--- config.mk ---
export PLATFORM = sky130hd
export DESIGN_NAME = matrix_inverse_adjugate_unit_flat
export DESIGN_NICKNAME = d
export VERILOG_FILES = /design/src/rtl/minv_pkg.sv /design/src/rtl/minv_if.sv /design/src/rtl/matrix_inverse_adjugate_unit.sv /design/src/rtl/minv_dp.sv /design/src/rtl/minv_ctrl.sv /design/src/flat_wrapper.sv
export SDC_FILE = /design/constraint.sdc
export NUM_CORES = 2
export LEC_CHECK = 0
export BUFFER_PORTS_ARGS = -buffer_cell sky130_fd_sc_hd__buf_4
export CAP_MARGIN = 20
export CORE_UTILIZATION = 45
export CTS_CLUSTER_SIZE = 25
export DETAILED_ROUTE_END_ITERATION = 12
export PLACE_DENSITY_LB_ADDON = 0.3
export SLEW_MARGIN = 20
export SYNTH_ARGS = -nofsm -noshare
export SYNTH_HDL_FRONTEND = slang
export SYNTH_SLANG_ARGS = --single-unit
--- constraint.sdc ---
create_clock -name clock -period 11.5 [get_ports clock]
set_input_delay 1.15 -clock clock [delete_from_list [all_inputs] [get_ports clock]]
set_output_delay 1.15 -clock clock [all_outputs]
set_load 0.05 [all_outputs]
--- src/rtl/minv_pkg.sv ---
package minv_pkg;

   localparam int MAX_DIM  = 4;
   localparam int MAT_N    = MAX_DIM * MAX_DIM;
   localparam int IDX_W    = 2;
   localparam int SIZE_W   = 3;
   localparam int E_W      = 12;
   localparam int FRAC_W   = 16;
   localparam int ACC_W    = 38;
   localparam int PROD_W   = 50;
   localparam int DET_W    = 50;
   localparam int INV_W    = 53;
   localparam int NUM_W    = ACC_W - 1 + FRAC_W;
   localparam int DIV_STEPS = NUM_W;
   localparam int STEP_W   = 6;
   localparam int TERM_W   = 3;
   localparam int N_TERMS  = 6;
   localparam logic [SIZE_W-1:0] SIZE_RESET = 3'd4;

   typedef enum logic [3:0] {
      S_LOAD,
      S_RA,
      S_RB,
      S_RC,
      S_MC,
      S_AC,
      S_CW,
      S_DR,
      S_DM,
      S_DA,
      S_DZ,
      S_SING,
      S_DV_INIT,
      S_DV_STEP,
      S_DV_OUT
   } state_type;

   typedef enum logic [1:0] {
      PROD_NONE,
      PROD_LOAD,
      PROD_MUL,
      PROD_DET
   } prod_op_type;

   typedef enum logic [1:0] {
      ACC_NONE,
      ACC_CLR,
      ACC_ADD,
      ACC_SUB
   } acc_op_type;

   typedef enum logic [1:0] {
      DET_NONE,
      DET_CLR,
      DET_ADD
   } det_op_type;

   typedef struct packed {
      logic [SIZE_W-1:0] dim;
      logic              mem_we;
      logic [IDX_W-1:0]  wr_row;
      logic [IDX_W-1:0]  wr_col;
      logic              rd_en;
      logic [IDX_W-1:0]  rd_row;
      logic [IDX_W-1:0]  rd_col;
      prod_op_type       prod_op;
      acc_op_type        acc_op;
      det_op_type        det_op;
      logic              cof_we;
      logic [3:0]        cof_idx;
      logic [3:0]        cof_rd_idx;
      logic              div_init;
      logic              div_step;
      logic              out_load;
      logic              out_singular;
      logic [IDX_W-1:0]  out_row;
      logic [IDX_W-1:0]  out_col;
      logic              out_last;
   } cmd_type;

   typedef struct packed {
      logic det_zero;
      logic out_busy;
   } sts_type;

   // Index of the k-th remaining row or column once row or column skip is removed.
   function automatic logic [IDX_W-1:0] minor_idx(input logic [IDX_W-1:0] k,
                                                  input logic [IDX_W-1:0] skip);
      minor_idx = (k < skip) ? k : IDX_W'(k + 2'd1);
   endfunction

   // Column position taken by row position pos in permutation t of three.
   function automatic logic [IDX_W-1:0] perm_col(input logic [TERM_W-1:0] t,
                                                 input logic [IDX_W-1:0] pos);
      logic [5:0] p;
      case (t)
         3'd0:    p = {2'd2, 2'd1, 2'd0};
         3'd1:    p = {2'd1, 2'd2, 2'd0};
         3'd2:    p = {2'd2, 2'd0, 2'd1};
         3'd3:    p = {2'd0, 2'd2, 2'd1};
         3'd4:    p = {2'd1, 2'd0, 2'd2};
         3'd5:    p = {2'd0, 2'd1, 2'd2};
         default: p = {2'd2, 2'd1, 2'd0};
      endcase
      case (pos)
         2'd0:    perm_col = p[1:0];
         2'd1:    perm_col = p[3:2];
         default: perm_col = p[5:4];
      endcase
   endfunction

   function automatic logic perm_odd(input logic [TERM_W-1:0] t);
      case (t)
         3'd1, 3'd2, 3'd5: perm_odd = 1'b1;
         default:          perm_odd = 1'b0;
      endcase
   endfunction

endpackage

--- src/rtl/minv_if.sv ---
interface minv_req_if;
   logic                                valid;
   logic                                ready;
   logic signed [minv_pkg::E_W-1:0]     entry_value;
   modport source (output valid, output entry_value, input ready);
   modport sink   (input valid, input entry_value, output ready);
endinterface

interface minv_rsp_if;
   logic                                valid;
   logic                                ready;
   logic [minv_pkg::IDX_W-1:0]          row_index;
   logic [minv_pkg::IDX_W-1:0]          col_index;
   logic signed [minv_pkg::INV_W-1:0]   inverse_value;
   logic signed [minv_pkg::DET_W-1:0]   det_value;
   logic                                singular;
   logic                                last;
   modport source (output valid, output row_index, output col_index, output inverse_value,
                   output det_value, output singular, output last, input ready);
   modport sink   (input valid, input row_index, input col_index, input inverse_value,
                   input det_value, input singular, input last, output ready);
endinterface

interface minv_csr_if;
   logic                                valid;
   logic                                ready;
   logic [minv_pkg::SIZE_W-1:0]         size_in_use;
   modport source (output valid, output size_in_use, input ready);
   modport sink   (input valid, input size_in_use, output ready);
endinterface

--- src/rtl/matrix_inverse_adjugate_unit.sv ---
// Matrix inverse by adjugate. Requests carry one signed 12-bit entry each, in row-major
// order, for a square matrix of the size held in the size register (written on the csr
// channel; 0 acts as 1, above 4 acts as 4; a write restarts the load). The size register
// accepts writes only while loading, and a write wins over a request in the same cycle.
// Entries are taken one per cycle while loading, unless a size write is offered. After
// the last entry, the matrix is padded to 4x4 with the identity and all sixteen signed
// 3x3 minors are formed on one shared multiply-accumulate path, each as six triple
// products followed by a store. The determinant is then formed along the first row and
// tested for zero. A zero determinant gives one result marked singular. Else each of
// the n*n inverse entries, adjugate times 2^16 over the determinant truncated toward
// zero, comes from a restoring divider at one quotient bit a cycle. No request is taken
// until the run's last result is in the output register; that register then waits on
// its own for the consumer.
module matrix_inverse_adjugate_unit (
   input  logic        clock,
   input  logic        reset,
   minv_req_if.sink    req_chan,
   minv_rsp_if.source  rsp_chan,
   minv_csr_if.sink    csr_chan
);
   import minv_pkg::*;

   cmd_type cmd;
   sts_type sts;
   logic    req_ready;

   // The controller sequences loading, cofactors, determinant and division.
   minv_ctrl u_ctrl (
      .clock     (clock),
      .reset     (reset),
      .req_valid (req_chan.valid),
      .req_ready (req_ready),
      .csr_chan  (csr_chan),
      .sts       (sts),
      .cmd       (cmd)
   );

   // The datapath holds the store, the arithmetic and the output register.
   minv_dp u_dp (
      .clock       (clock),
      .reset       (reset),
      .cmd         (cmd),
      .entry_value (req_chan.entry_value),
      .sts         (sts),
      .rsp_chan    (rsp_chan)
   );

   assign req_chan.ready = req_ready;

endmodule

--- src/rtl/minv_dp.sv ---
module minv_dp (
   input  logic                            clock,
   input  logic                            reset,
   input  minv_pkg::cmd_type               cmd,
   input  logic signed [minv_pkg::E_W-1:0] entry_value,
   output minv_pkg::sts_type               sts,
   minv_rsp_if.source                      rsp_chan
);
   import minv_pkg::*;

   logic signed [E_W-1:0]    mem [MAT_N];
   logic signed [E_W-1:0]    mem_q_ff;
   logic                     pad_ff;
   logic                     diag_ff;
   logic signed [E_W-1:0]    rd_val;
   logic signed [PROD_W-1:0] prod_ff, prod_in;
   logic signed [ACC_W-1:0]  acc_ff, acc_in;
   logic signed [DET_W-1:0]  det_ff, det_in;
   logic signed [ACC_W-1:0]  cof_ff [MAT_N];
   logic signed [ACC_W-1:0]  cof_rd;
   logic signed [47:0]       mul3;
   logic signed [PROD_W-1:0] mul_det;
   logic [ACC_W-1:0]         mag_c;
   logic [NUM_W-1:0]         num_ff, num_in;
   logic [DET_W-1:0]         rem_ff, rem_in;
   logic [DET_W-1:0]         dvs_ff, dvs_in;
   logic                     sgn_ff, sgn_in;
   logic [DET_W:0]           sh;
   logic [DET_W:0]           diff;
   logic                     ge;
   logic                     valid_ff, valid_in;
   logic [IDX_W-1:0]         row_ff, col_ff;
   logic signed [INV_W-1:0]  inv_ff;
   logic signed [DET_W-1:0]  dout_ff;
   logic                     sing_ff, last_ff;

   // Matrix store; rows and columns beyond the size read as the identity.
   always_ff @(posedge clock) begin
      if (cmd.mem_we) begin
         mem[{cmd.wr_row, cmd.wr_col}] <= entry_value;
      end
      if (cmd.rd_en) begin
         mem_q_ff <= mem[{cmd.rd_row, cmd.rd_col}];
         pad_ff   <= ({1'b0, cmd.rd_row} >= cmd.dim) || ({1'b0, cmd.rd_col} >= cmd.dim);
         diag_ff  <= (cmd.rd_row == cmd.rd_col);
      end
   end

   assign rd_val  = pad_ff ? (diag_ff ? E_W'(1) : '0) : mem_q_ff;
   assign cof_rd  = cof_ff[cmd.cof_rd_idx];
   assign mul3    = $signed(prod_ff[35:0]) * rd_val;
   assign mul_det = cof_rd * rd_val;

   always_comb begin
      case (cmd.prod_op)
         PROD_LOAD: prod_in = PROD_W'(rd_val);
         PROD_MUL:  prod_in = PROD_W'(mul3);
         PROD_DET:  prod_in = mul_det;
         default:   prod_in = prod_ff;
      endcase
      case (cmd.acc_op)
         ACC_CLR: acc_in = '0;
         ACC_ADD: acc_in = acc_ff + $signed(prod_ff[ACC_W-1:0]);
         ACC_SUB: acc_in = acc_ff - $signed(prod_ff[ACC_W-1:0]);
         default: acc_in = acc_ff;
      endcase
      case (cmd.det_op)
         DET_CLR: det_in = '0;
         DET_ADD: det_in = det_ff + prod_ff;
         default: det_in = det_ff;
      endcase
   end

   always_ff @(posedge clock) begin
      prod_ff <= prod_in;
      acc_ff  <= acc_in;
      det_ff  <= det_in;
      if (cmd.cof_we) begin
         cof_ff[cmd.cof_idx] <= acc_ff;
      end
   end

   // Restoring divider, one quotient bit a cycle on magnitudes.
   always_comb begin
      mag_c  = cof_rd[ACC_W-1] ? ACC_W'(-cof_rd) : ACC_W'(cof_rd);
      sh     = {rem_ff, num_ff[NUM_W-1]};
      diff   = sh - {1'b0, dvs_ff};
      ge     = (sh >= {1'b0, dvs_ff});
      num_in = num_ff;
      rem_in = rem_ff;
      dvs_in = dvs_ff;
      sgn_in = sgn_ff;
      if (cmd.div_init) begin
         num_in = {mag_c[ACC_W-2:0], {FRAC_W{1'b0}}};
         rem_in = '0;
         dvs_in = det_ff[DET_W-1] ? DET_W'(-det_ff) : DET_W'(det_ff);
         sgn_in = cof_rd[ACC_W-1] ^ det_ff[DET_W-1];
      end else if (cmd.div_step) begin
         num_in = {num_ff[NUM_W-2:0], ge};
         rem_in = ge ? diff[DET_W-1:0] : sh[DET_W-1:0];
      end
   end

   always_ff @(posedge clock) begin
      num_ff <= num_in;
      rem_ff <= rem_in;
      dvs_ff <= dvs_in;
      sgn_ff <= sgn_in;
   end

   // Output register.
   always_comb begin
      valid_in = valid_ff;
      if (cmd.out_load) begin
         valid_in = 1'b1;
      end else if (rsp_chan.ready) begin
         valid_in = 1'b0;
      end
   end

   always_ff @(posedge clock) begin
      if (reset) begin
         valid_ff <= 1'b0;
      end else begin
         valid_ff <= valid_in;
      end
   end

   always_ff @(posedge clock) begin
      if (cmd.out_load) begin
         row_ff  <= cmd.out_row;
         col_ff  <= cmd.out_col;
         sing_ff <= cmd.out_singular;
         last_ff <= cmd.out_last;
         dout_ff <= cmd.out_singular ? '0 : det_ff;
         if (cmd.out_singular) begin
            inv_ff <= '0;
         end else if (sgn_ff) begin
            inv_ff <= INV_W'(-num_ff);
         end else begin
            inv_ff <= INV_W'(num_ff);
         end
      end
   end

   assign rsp_chan.valid         = valid_ff;
   assign rsp_chan.row_index     = row_ff;
   assign rsp_chan.col_index     = col_ff;
   assign rsp_chan.inverse_value = inv_ff;
   assign rsp_chan.det_value     = dout_ff;
   assign rsp_chan.singular      = sing_ff;
   assign rsp_chan.last          = last_ff;

   assign sts.det_zero = (det_ff == '0);
   assign sts.out_busy = valid_ff & ~rsp_chan.ready;

`ifndef SYNTHESIS
   // A new result is never loaded over one that is still waiting.
   a_no_overwrite: assert property (@(posedge clock) disable iff (reset)
      cmd.out_load |-> !sts.out_busy)
      else $error("result loaded while output register held");

   // A singular result always carries a zero determinant.
   a_sing_zero: assert property (@(posedge clock) disable iff (reset)
      cmd.out_load && cmd.out_singular |=> rsp_chan.det_value == '0)
      else $error("singular result with nonzero determinant");

   // The divider is never started on a zero divisor.
   a_div_nonzero: assert property (@(posedge clock) disable iff (reset)
      cmd.div_init |=> dvs_ff != '0)
      else $error("division started with zero determinant");
`endif

endmodule

--- src/rtl/minv_ctrl.sv ---
module minv_ctrl (
   input  logic               clock,
   input  logic               reset,
   input  logic               req_valid,
   output logic               req_ready,
   minv_csr_if.sink           csr_chan,
   input  minv_pkg::sts_type  sts,
   output minv_pkg::cmd_type  cmd
);
   import minv_pkg::*;

   state_type            state_ff, state_in;
   logic [SIZE_W-1:0]    size_ff, size_in;
   logic [SIZE_W-1:0]    dim;
   logic [IDX_W-1:0]     row_ff, row_in, col_ff, col_in;
   logic [IDX_W-1:0]     p_ff, p_in, q_ff, q_in;
   logic [TERM_W-1:0]    t_ff, t_in;
   logic [STEP_W-1:0]    k_ff, k_in;
   logic                 col_end, row_end;
   logic                 csr_ready;

   // The size register is only written while loading, never under a run.
   assign csr_ready      = (state_ff == S_LOAD);
   assign csr_chan.ready = csr_ready;
   assign dim = (size_ff == '0) ? SIZE_W'(1) :
                (size_ff > SIZE_W'(MAX_DIM)) ? SIZE_W'(MAX_DIM) : size_ff;
   assign col_end = (({1'b0, col_ff} + 3'd1) == dim);
   assign row_end = (({1'b0, row_ff} + 3'd1) == dim);

   always_ff @(posedge clock) begin
      if (reset) begin
         state_ff <= S_LOAD;
         size_ff  <= SIZE_RESET;
         row_ff   <= '0;
         col_ff   <= '0;
         p_ff     <= '0;
         q_ff     <= '0;
         t_ff     <= '0;
         k_ff     <= '0;
      end else begin
         state_ff <= state_in;
         size_ff  <= size_in;
         row_ff   <= row_in;
         col_ff   <= col_in;
         p_ff     <= p_in;
         q_ff     <= q_in;
         t_ff     <= t_in;
         k_ff     <= k_in;
      end
   end

   always_comb begin
      state_in  = state_ff;
      size_in   = size_ff;
      row_in    = row_ff;
      col_in    = col_ff;
      p_in      = p_ff;
      q_in      = q_ff;
      t_in      = t_ff;
      k_in      = k_ff;
      req_ready = 1'b0;
      cmd       = '0;
      cmd.dim   = dim;

      if (csr_chan.valid && csr_ready) begin
         size_in = csr_chan.size_in_use;
         row_in  = '0;
         col_in  = '0;
      end

      case (state_ff)
         S_LOAD: begin
            // A size write in the same cycle restarts the load, so the request waits.
            req_ready  = !csr_chan.valid;
            cmd.wr_row = row_ff;
            cmd.wr_col = col_ff;
            if (req_valid && !csr_chan.valid) begin
               cmd.mem_we = 1'b1;
               if (col_end) begin
                  col_in = '0;
                  if (row_end) begin
                     row_in     = '0;
                     p_in       = '0;
                     q_in       = '0;
                     t_in       = '0;
                     cmd.acc_op = ACC_CLR;
                     cmd.det_op = DET_CLR;
                     state_in   = S_RA;
                  end else begin
                     row_in = row_ff + 2'd1;
                  end
               end else begin
                  col_in = col_ff + 2'd1;
               end
            end
         end
         S_RA: begin
            cmd.rd_en  = 1'b1;
            cmd.rd_row = minor_idx(2'd0, p_ff);
            cmd.rd_col = minor_idx(perm_col(t_ff, 2'd0), q_ff);
            state_in   = S_RB;
         end
         S_RB: begin
            cmd.rd_en   = 1'b1;
            cmd.rd_row  = minor_idx(2'd1, p_ff);
            cmd.rd_col  = minor_idx(perm_col(t_ff, 2'd1), q_ff);
            cmd.prod_op = PROD_LOAD;
            state_in    = S_RC;
         end
         S_RC: begin
            cmd.rd_en   = 1'b1;
            cmd.rd_row  = minor_idx(2'd2, p_ff);
            cmd.rd_col  = minor_idx(perm_col(t_ff, 2'd2), q_ff);
            cmd.prod_op = PROD_MUL;
            state_in    = S_MC;
         end
         S_MC: begin
            cmd.prod_op = PROD_MUL;
            state_in    = S_AC;
         end
         S_AC: begin
            cmd.acc_op = (perm_odd(t_ff) ^ p_ff[0] ^ q_ff[0]) ? ACC_SUB : ACC_ADD;
            if (t_ff == TERM_W'(N_TERMS - 1)) begin
               t_in     = '0;
               state_in = S_CW;
            end else begin
               t_in     = t_ff + 3'd1;
               state_in = S_RA;
            end
         end
         S_CW: begin
            cmd.cof_we  = 1'b1;
            cmd.cof_idx = {p_ff, q_ff};
            cmd.acc_op  = ACC_CLR;
            state_in    = S_RA;
            if (q_ff == IDX_W'(MAX_DIM - 1)) begin
               q_in = '0;
               if (p_ff == IDX_W'(MAX_DIM - 1)) begin
                  p_in     = '0;
                  col_in   = '0;
                  state_in = S_DR;
               end else begin
                  p_in = p_ff + 2'd1;
               end
            end else begin
               q_in = q_ff + 2'd1;
            end
         end
         S_DR: begin
            cmd.rd_en  = 1'b1;
            cmd.rd_row = '0;
            cmd.rd_col = col_ff;
            state_in   = S_DM;
         end
         S_DM: begin
            cmd.cof_rd_idx = {2'd0, col_ff};
            cmd.prod_op    = PROD_DET;
            state_in       = S_DA;
         end
         S_DA: begin
            cmd.det_op = DET_ADD;
            if (col_ff == IDX_W'(MAX_DIM - 1)) begin
               col_in   = '0;
               state_in = S_DZ;
            end else begin
               col_in   = col_ff + 2'd1;
               state_in = S_DR;
            end
         end
         S_DZ: begin
            row_in   = '0;
            col_in   = '0;
            state_in = sts.det_zero ? S_SING : S_DV_INIT;
         end
         S_SING: begin
            if (!sts.out_busy) begin
               cmd.out_load     = 1'b1;
               cmd.out_singular = 1'b1;
               cmd.out_last     = 1'b1;
               state_in         = S_LOAD;
            end
         end
         S_DV_INIT: begin
            // The adjugate is the transposed cofactor matrix.
            cmd.cof_rd_idx = {col_ff, row_ff};
            cmd.div_init   = 1'b1;
            k_in           = '0;
            state_in       = S_DV_STEP;
         end
         S_DV_STEP: begin
            cmd.div_step = 1'b1;
            k_in         = k_ff + 6'd1;
            if (k_ff == STEP_W'(DIV_STEPS - 1)) begin
               state_in = S_DV_OUT;
            end
         end
         S_DV_OUT: begin
            cmd.out_row  = row_ff;
            cmd.out_col  = col_ff;
            cmd.out_last = row_end & col_end;
            if (!sts.out_busy) begin
               cmd.out_load = 1'b1;
               state_in     = S_DV_INIT;
               if (col_end) begin
                  col_in = '0;
                  if (row_end) begin
                     row_in   = '0;
                     state_in = S_LOAD;
                  end else begin
                     row_in = row_ff + 2'd1;
                  end
               end else begin
                  col_in = col_ff + 2'd1;
               end
            end
         end
         default: begin
            state_in = S_LOAD;
         end
      endcase
   end

`ifndef SYNTHESIS
   // Entries are written to the store only while loading.
   a_we_load: assert property (@(posedge clock) disable iff (reset)
      cmd.mem_we |-> state_ff == S_LOAD)
      else $error("store written outside the load phase");

   // A zero determinant leads straight to the singular result.
   a_zero_sing: assert property (@(posedge clock) disable iff (reset)
      state_ff == S_DZ && sts.det_zero |=> state_ff == S_SING)
      else $error("zero determinant did not yield singular result");

   // The final result of a run returns the block to loading.
   a_last_load: assert property (@(posedge clock) disable iff (reset)
      cmd.out_load && cmd.out_last |=> state_ff == S_LOAD)
      else $error("final result did not end the run");
`endif

endmodule

--- src/flat_wrapper.sv ---
// flat-port wrapper written by rule: the top's interface ports become plain ports
module matrix_inverse_adjugate_unit_flat import minv_pkg::*;
  (clock, reset, req_chan_valid, req_chan_entry_value, req_chan_ready, rsp_chan_valid, rsp_chan_row_index, rsp_chan_col_index, rsp_chan_inverse_value, rsp_chan_det_value, rsp_chan_singular, rsp_chan_last, rsp_chan_ready, csr_chan_valid, csr_chan_size_in_use, csr_chan_ready);
  minv_req_if req_chan_i ();
  minv_rsp_if rsp_chan_i ();
  minv_csr_if csr_chan_i ();
  input  logic clock;
  input  logic reset;
  input wire logic [$bits(req_chan_i.valid)-1:0] req_chan_valid;
  input wire logic [$bits(req_chan_i.entry_value)-1:0] req_chan_entry_value;
  output wire logic [$bits(req_chan_i.ready)-1:0] req_chan_ready;
  output wire logic [$bits(rsp_chan_i.valid)-1:0] rsp_chan_valid;
  output wire logic [$bits(rsp_chan_i.row_index)-1:0] rsp_chan_row_index;
  output wire logic [$bits(rsp_chan_i.col_index)-1:0] rsp_chan_col_index;
  output wire logic [$bits(rsp_chan_i.inverse_value)-1:0] rsp_chan_inverse_value;
  output wire logic [$bits(rsp_chan_i.det_value)-1:0] rsp_chan_det_value;
  output wire logic [$bits(rsp_chan_i.singular)-1:0] rsp_chan_singular;
  output wire logic [$bits(rsp_chan_i.last)-1:0] rsp_chan_last;
  input wire logic [$bits(rsp_chan_i.ready)-1:0] rsp_chan_ready;
  input wire logic [$bits(csr_chan_i.valid)-1:0] csr_chan_valid;
  input wire logic [$bits(csr_chan_i.size_in_use)-1:0] csr_chan_size_in_use;
  output wire logic [$bits(csr_chan_i.ready)-1:0] csr_chan_ready;
  assign req_chan_i.valid = req_chan_valid;
  assign req_chan_i.entry_value = req_chan_entry_value;
  assign req_chan_ready = req_chan_i.ready;
  assign rsp_chan_valid = rsp_chan_i.valid;
  assign rsp_chan_row_index = rsp_chan_i.row_index;
  assign rsp_chan_col_index = rsp_chan_i.col_index;
  assign rsp_chan_inverse_value = rsp_chan_i.inverse_value;
  assign rsp_chan_det_value = rsp_chan_i.det_value;
  assign rsp_chan_singular = rsp_chan_i.singular;
  assign rsp_chan_last = rsp_chan_i.last;
  assign rsp_chan_i.ready = rsp_chan_ready;
  assign csr_chan_i.valid = csr_chan_valid;
  assign csr_chan_i.size_in_use = csr_chan_size_in_use;
  assign csr_chan_ready = csr_chan_i.ready;
  matrix_inverse_adjugate_unit u_core (.clock(clock), .reset(reset), .req_chan(req_chan_i), .rsp_chan(rsp_chan_i), .csr_chan(csr_chan_i));
endmodule
==> PnR_summary.wiki <==
{| class="wikitable"
! Metric !! Value
|-
| Vertical extent of the die || 448.5 µm
|-
| Warnings from Yosys || 0
|-
| FMAX || 0.09982 GHz
|-
| Drt pass-1 iters || 8
|-
| Wire length of the first global-routing pass || 400500 µm
|-
| Initial DRC Count || 6655
|-
| Synthesized Nets || 9663
|-
| Distinct cells, synth || 90
|-
| CP Class || register to register
|-
| Arrival time at the worst endpoint || 10.55 ns
|-
| Total Die Area || 201200 µm²
|-
| Cell area after synthesis || 89720 µm²
|-
| Critical Path Slowest Stage Cell || sky130_fd_sc_hd__or3_4
|-
| Pins Over Slew Limit || 0
|-
| Flops & latches, synth || 1240
|-
| Final setup viols || 0
|-
| Final std cells w/o fill || approximately 11000
|-
| Sort of element at the end of the critical path || register
|-
| Longest Clk Path Bufs || 3
|-
| Final critical path time including I/O delays and setup || around 10 ns
|-
| Slew headroom || 19.33%
|-
| Maximum cell stage delay along the critical path || between 0.7 and 0.8 ns
|-
| Total wirelength of the detailed-routed design || ~260000 µm
|-
| Number of global-route vias before repair || between 60000 and 70000
|-
| CTS tree || yes
|-
| Part of the Yosys area used for sequential elements || 40.49%
|-
| Highest fanout seen on the critical path || just under 70
|-
| Required time of the critical path || 12.04 ns
|-
| Leakage Power || between 0.03 and 0.04 µW
|-
| Number of buffers added on ports || approximately 130
|-
| Number of maximum-capacitance constraint violations || 0
|-
| Antenna violation net count after detailed routing || 0
|-
| Floorplan die width || 448.5 µm
|-
| Pin count of the biggest net entering global routing || 92
|-
| Boundary Pins || 132
|-
| Core Footprint || slightly below 200000 µm²
|-
| Overall Global Routing Usage || between 20% and 30%
|-
| Worst clock skew || 0.06972 ns
|-
| Antenna violations before repair || 17
|-
| Starting utilization of the core area || 45.40%
|-
| DP Wirelength || 182400 µm
|-
| Clock sink count || 1240
|-
| Setup TNS Final || 0 ns
|-
| Final global-route overflow total || 0
|-
| Total clock buffers created by CTS || 139
|-
| Wire length per cell || 23.47 µm
|-
| Core Rows || 163
|-
| Residual DRC || 0
|-
| Number of levels in the clock H-tree || 4
|-
| CTS hold repair buffers || 0
|-
| Final count of hold timing violations || 0
|-
| Number of instances in the placed design || 10930
|-
| Net total in the final layout || ~9600
|-
| Min-Delay Path Class || register to register
|-
| Area Growth Syn to Fin || 9.622%
|-
| Vias per inst || 5.813
|-
| Clock-pin slew on the worst setup and hold paths || 0.07 ns
|-
| Number of setup buffers added after CTS || 0
|-
| Number of synthesized flops with an enable pin || 1149
|-
| Number of instances in the synthesized netlist || 8504
|-
| Clock latency reported for the late side of the worst-skew pair || 0.85 ns
|-
| Max rail drop VDD || 140.2 µV
|-
| Top delay family on crit path || compound AO/OA/AOI/OAI gates
|-
| Buffers & Inverters on Critical Path || 4
|-
| Power Density || about 100 nW/µm²
|-
| Post-synthesis average cell area || approximately 11 µm²
|-
| Pin slew with the least headroom to its limit || 1.210 ns
|-
| Final weighted congestion in routability-driven placement || 0.9370
|-
| Cell repeated most along the worst path || sky130_fd_sc_hd__fa_1
|-
| PostCTS Resize Cnt || 0
|-
| Leading register cell type out of synthesis || sky130_fd_sc_hd__edfxtp_1
|-
| Unrepaired setup endpoints after global routing || no
|-
| Element type at the critical path start || register
|-
| Period utilisation layout || between 80% and 90%
|-
| Run status || finished clean
|-
| Via count || 65030
|-
| Post-synth ARST share || 0%
|-
| Master cell of the clock root buffer || sky130_fd_sc_hd__clkbuf_16
|-
| Share of layout cells above drive strength 1 || 9.285%
|}
==> worst register-to-register path: cells and delay by family, from the launching register on <==
kind | cells | cell delay [ns]
compound gates | 13 | 3.55
fa+ha+maj | 6 | 2.92
simple gates | 4 | 1.66
buf+inv | 4 | 0.77
flops | 1 | 0.72
xor+xnor | 1 | 0.14
==> path summary, 6_finish.rpt <==
check | from | to | slack (ns) | cells after the start
max | u_core.u_ctrl.state_ff[0] | u_core.u_dp.prod_ff[48] | 1.48 | 28
min | u_core.u_dp.num_ff[14] | u_core.u_dp.num_ff[14] | 0.48 | 2
max reg2reg | u_core.u_ctrl.state_ff[0] | u_core.u_dp.prod_ff[48] | 1.48 | 28
min reg2reg | u_core.u_dp.num_ff[14] | u_core.u_dp.num_ff[14] | 0.48 | 2
==> power breakdown <==
part	switching (µW)	internal [µW]	total, µW
combinational	300	171	471
clock	1940	2560	4500
sequential	13.1	4880	4890
total	2260	7610	9870
==> kinds of logic after synthesis <==
family,after synthesis,synth area share (%)
and+or+nand+nor,2762,14.84
buffers and inverters,1467,6.157
AOI/OAI and AO/OA,1351,9.888
DFF,1240,40.49
adders and majority gates,1139,22.40
xor gates and xnor gates,377,3.680
muxes,168,2.548
==> metal layers <==
layer | track usage (%) | up-vias | share of wire (%)
met5 | 0 | - | 0.016
met4 | 8.770 | 6 | 3.5
met3 | 4.192 | 494 | 8.8
met2 | 41.02 | 2898 | 46
met1 | 36.44 | 32690 | 42
li1 | - | 28940 | -
==> cell usage after synthesis, types with 34 or more instances <==
cell,number,area [µm²]
sky130_fd_sc_hd__o21ai_1,38,190.2
sky130_fd_sc_hd__or2_2,165,1032
sky130_fd_sc_hd__inv_1,977,3667
sky130_fd_sc_hd__ha_1,360,4504
sky130_fd_sc_hd__nor2b_1,95,594.3
sky130_fd_sc_hd__fa_1,779,15590
sky130_fd_sc_hd__a311oi_1,50,437.9
sky130_fd_sc_hd__nand4_1,35,219.0
sky130_fd_sc_hd__clkbuf_1,413,1550
sky130_fd_sc_hd__or3_1,34,212.7
sky130_fd_sc_hd__o31ai_1,47,352.8
sky130_fd_sc_hd__xnor2_1,182,1594
sky130_fd_sc_hd__buf_1,64,240.2
sky130_fd_sc_hd__dfxtp_1,91,1822
sky130_fd_sc_hd__nor3_1,76,380.4
sky130_fd_sc_hd__mux4_2,48,1081
sky130_fd_sc_hd__nand2b_1,157,982.2
sky130_fd_sc_hd__a31oi_1,68,425.4
sky130_fd_sc_hd__nand3_1,384,1922
sky130_fd_sc_hd__nand2_1,1011,3795
sky130_fd_sc_hd__and2_1,178,1114
sky130_fd_sc_hd__o21ai_0,276,1381
sky130_fd_sc_hd__a211oi_1,137,1028
sky130_fd_sc_hd__nor2_1,413,1550
sky130_fd_sc_hd__a21oi_1,312,1562
sky130_fd_sc_hd__mux2i_1,117,1171
sky130_fd_sc_hd__a21o_1,133,998.5
sky130_fd_sc_hd__xor2_1,195,1708
sky130_fd_sc_hd__and3_1,118,738.2
sky130_fd_sc_hd__edfxtp_1,1149,34500
==> sequential cells by signal, summed over array words and instances (netlist names), 4 cells and up <==
register	count
u_core.u_dp.rsp_chan.det_value	50
u_core.u_ctrl.k_ff	6
u_core.u_dp.mem_q_ff	12
u_core.u_dp.cof_ff	608
u_core.u_dp.num_ff	53
u_core.u_dp.rem_ff	50
u_core.u_dp.prod_ff	50
u_core.u_dp.rsp_chan.inverse_value	53
u_core.u_ctrl.state_ff	4
u_core.u_dp.mem	192
u_core.u_dp.dvs_ff	50
u_core.u_dp.acc_ff	38
u_core.u_dp.det_ff	50
==> through the flow <==
step                      setup WS (ns)  power [µW]  util (%)  instance area [µm²]  hold slack, ns
final                             1.481        9866     49.77                98360          0.4802
after detailed placement          1.672        5445     47.40                93670          0.4743
after global placement            1.723        5440     47.37                93620          0.4683
after global routing             0.8216       10140     49.77                98350          0.4975
after CTS                         1.600        9928     49.75                98320          0.4824
after floorplan                   2.548        5287         -                89720          0.4506
==> cells in the final DEF (no fill, tap or decap), types with 25 or more instances in the layout <==
cell                        instances
sky130_fd_sc_hd__mux4_2            48
sky130_fd_sc_hd__xnor2_1          182
sky130_fd_sc_hd__and3_1           117
sky130_fd_sc_hd__inv_1            975
sky130_fd_sc_hd__o21bai_1          27
sky130_fd_sc_hd__a21o_1           133
sky130_fd_sc_hd__o21ai_1           38
sky130_fd_sc_hd__edfxtp_1        1149
sky130_fd_sc_hd__clkbuf_16        139
sky130_fd_sc_hd__clkbuf_1          26
sky130_fd_sc_hd__nor2_1           392
sky130_fd_sc_hd__clkinv_1          25
sky130_fd_sc_hd__or3_1             33
sky130_fd_sc_hd__ha_1             360
sky130_fd_sc_hd__or2_2            165
sky130_fd_sc_hd__nand2b_1         152
sky130_fd_sc_hd__o21a_1            26
sky130_fd_sc_hd__a31oi_1           68
sky130_fd_sc_hd__dfxtp_1           89
sky130_fd_sc_hd__a21oi_1          311
sky130_fd_sc_hd__nand2_1         1008
sky130_fd_sc_hd__o31ai_1           46
sky130_fd_sc_hd__a311oi_1          50
sky130_fd_sc_hd__mux2i_1          117
sky130_fd_sc_hd__nor2b_1           84
sky130_fd_sc_hd__buf_4            266
sky130_fd_sc_hd__xor2_1           195
sky130_fd_sc_hd__a211oi_1         137
sky130_fd_sc_hd__nand4_1           35
sky130_fd_sc_hd__nand3_1          384
sky130_fd_sc_hd__and2_1           176
sky130_fd_sc_hd__fa_1             779
sky130_fd_sc_hd__o21ai_0          274
sky130_fd_sc_hd__nor3_1            66
==> layout make-up <==
| cell class | count | area [µm²] |
|---|---|---|
| Sequential cell | 1240 | 36330 |
| Multi-Input combinational cell | 5797 | 48250 |
| Timing Repair Buffer | 272 | 2132 |
| Tap cell | 2640 | 3303 |
| Clock inverter | 87 | 1074 |
| Fill cell | 17600 | 99270 |
| Inverter | 980 | 3681 |
| Clock buffer | 165 | 3576 |
| Antenna cell | 5 | 12.51 |
Note: power is estimated with default switching activity, not from simulation.
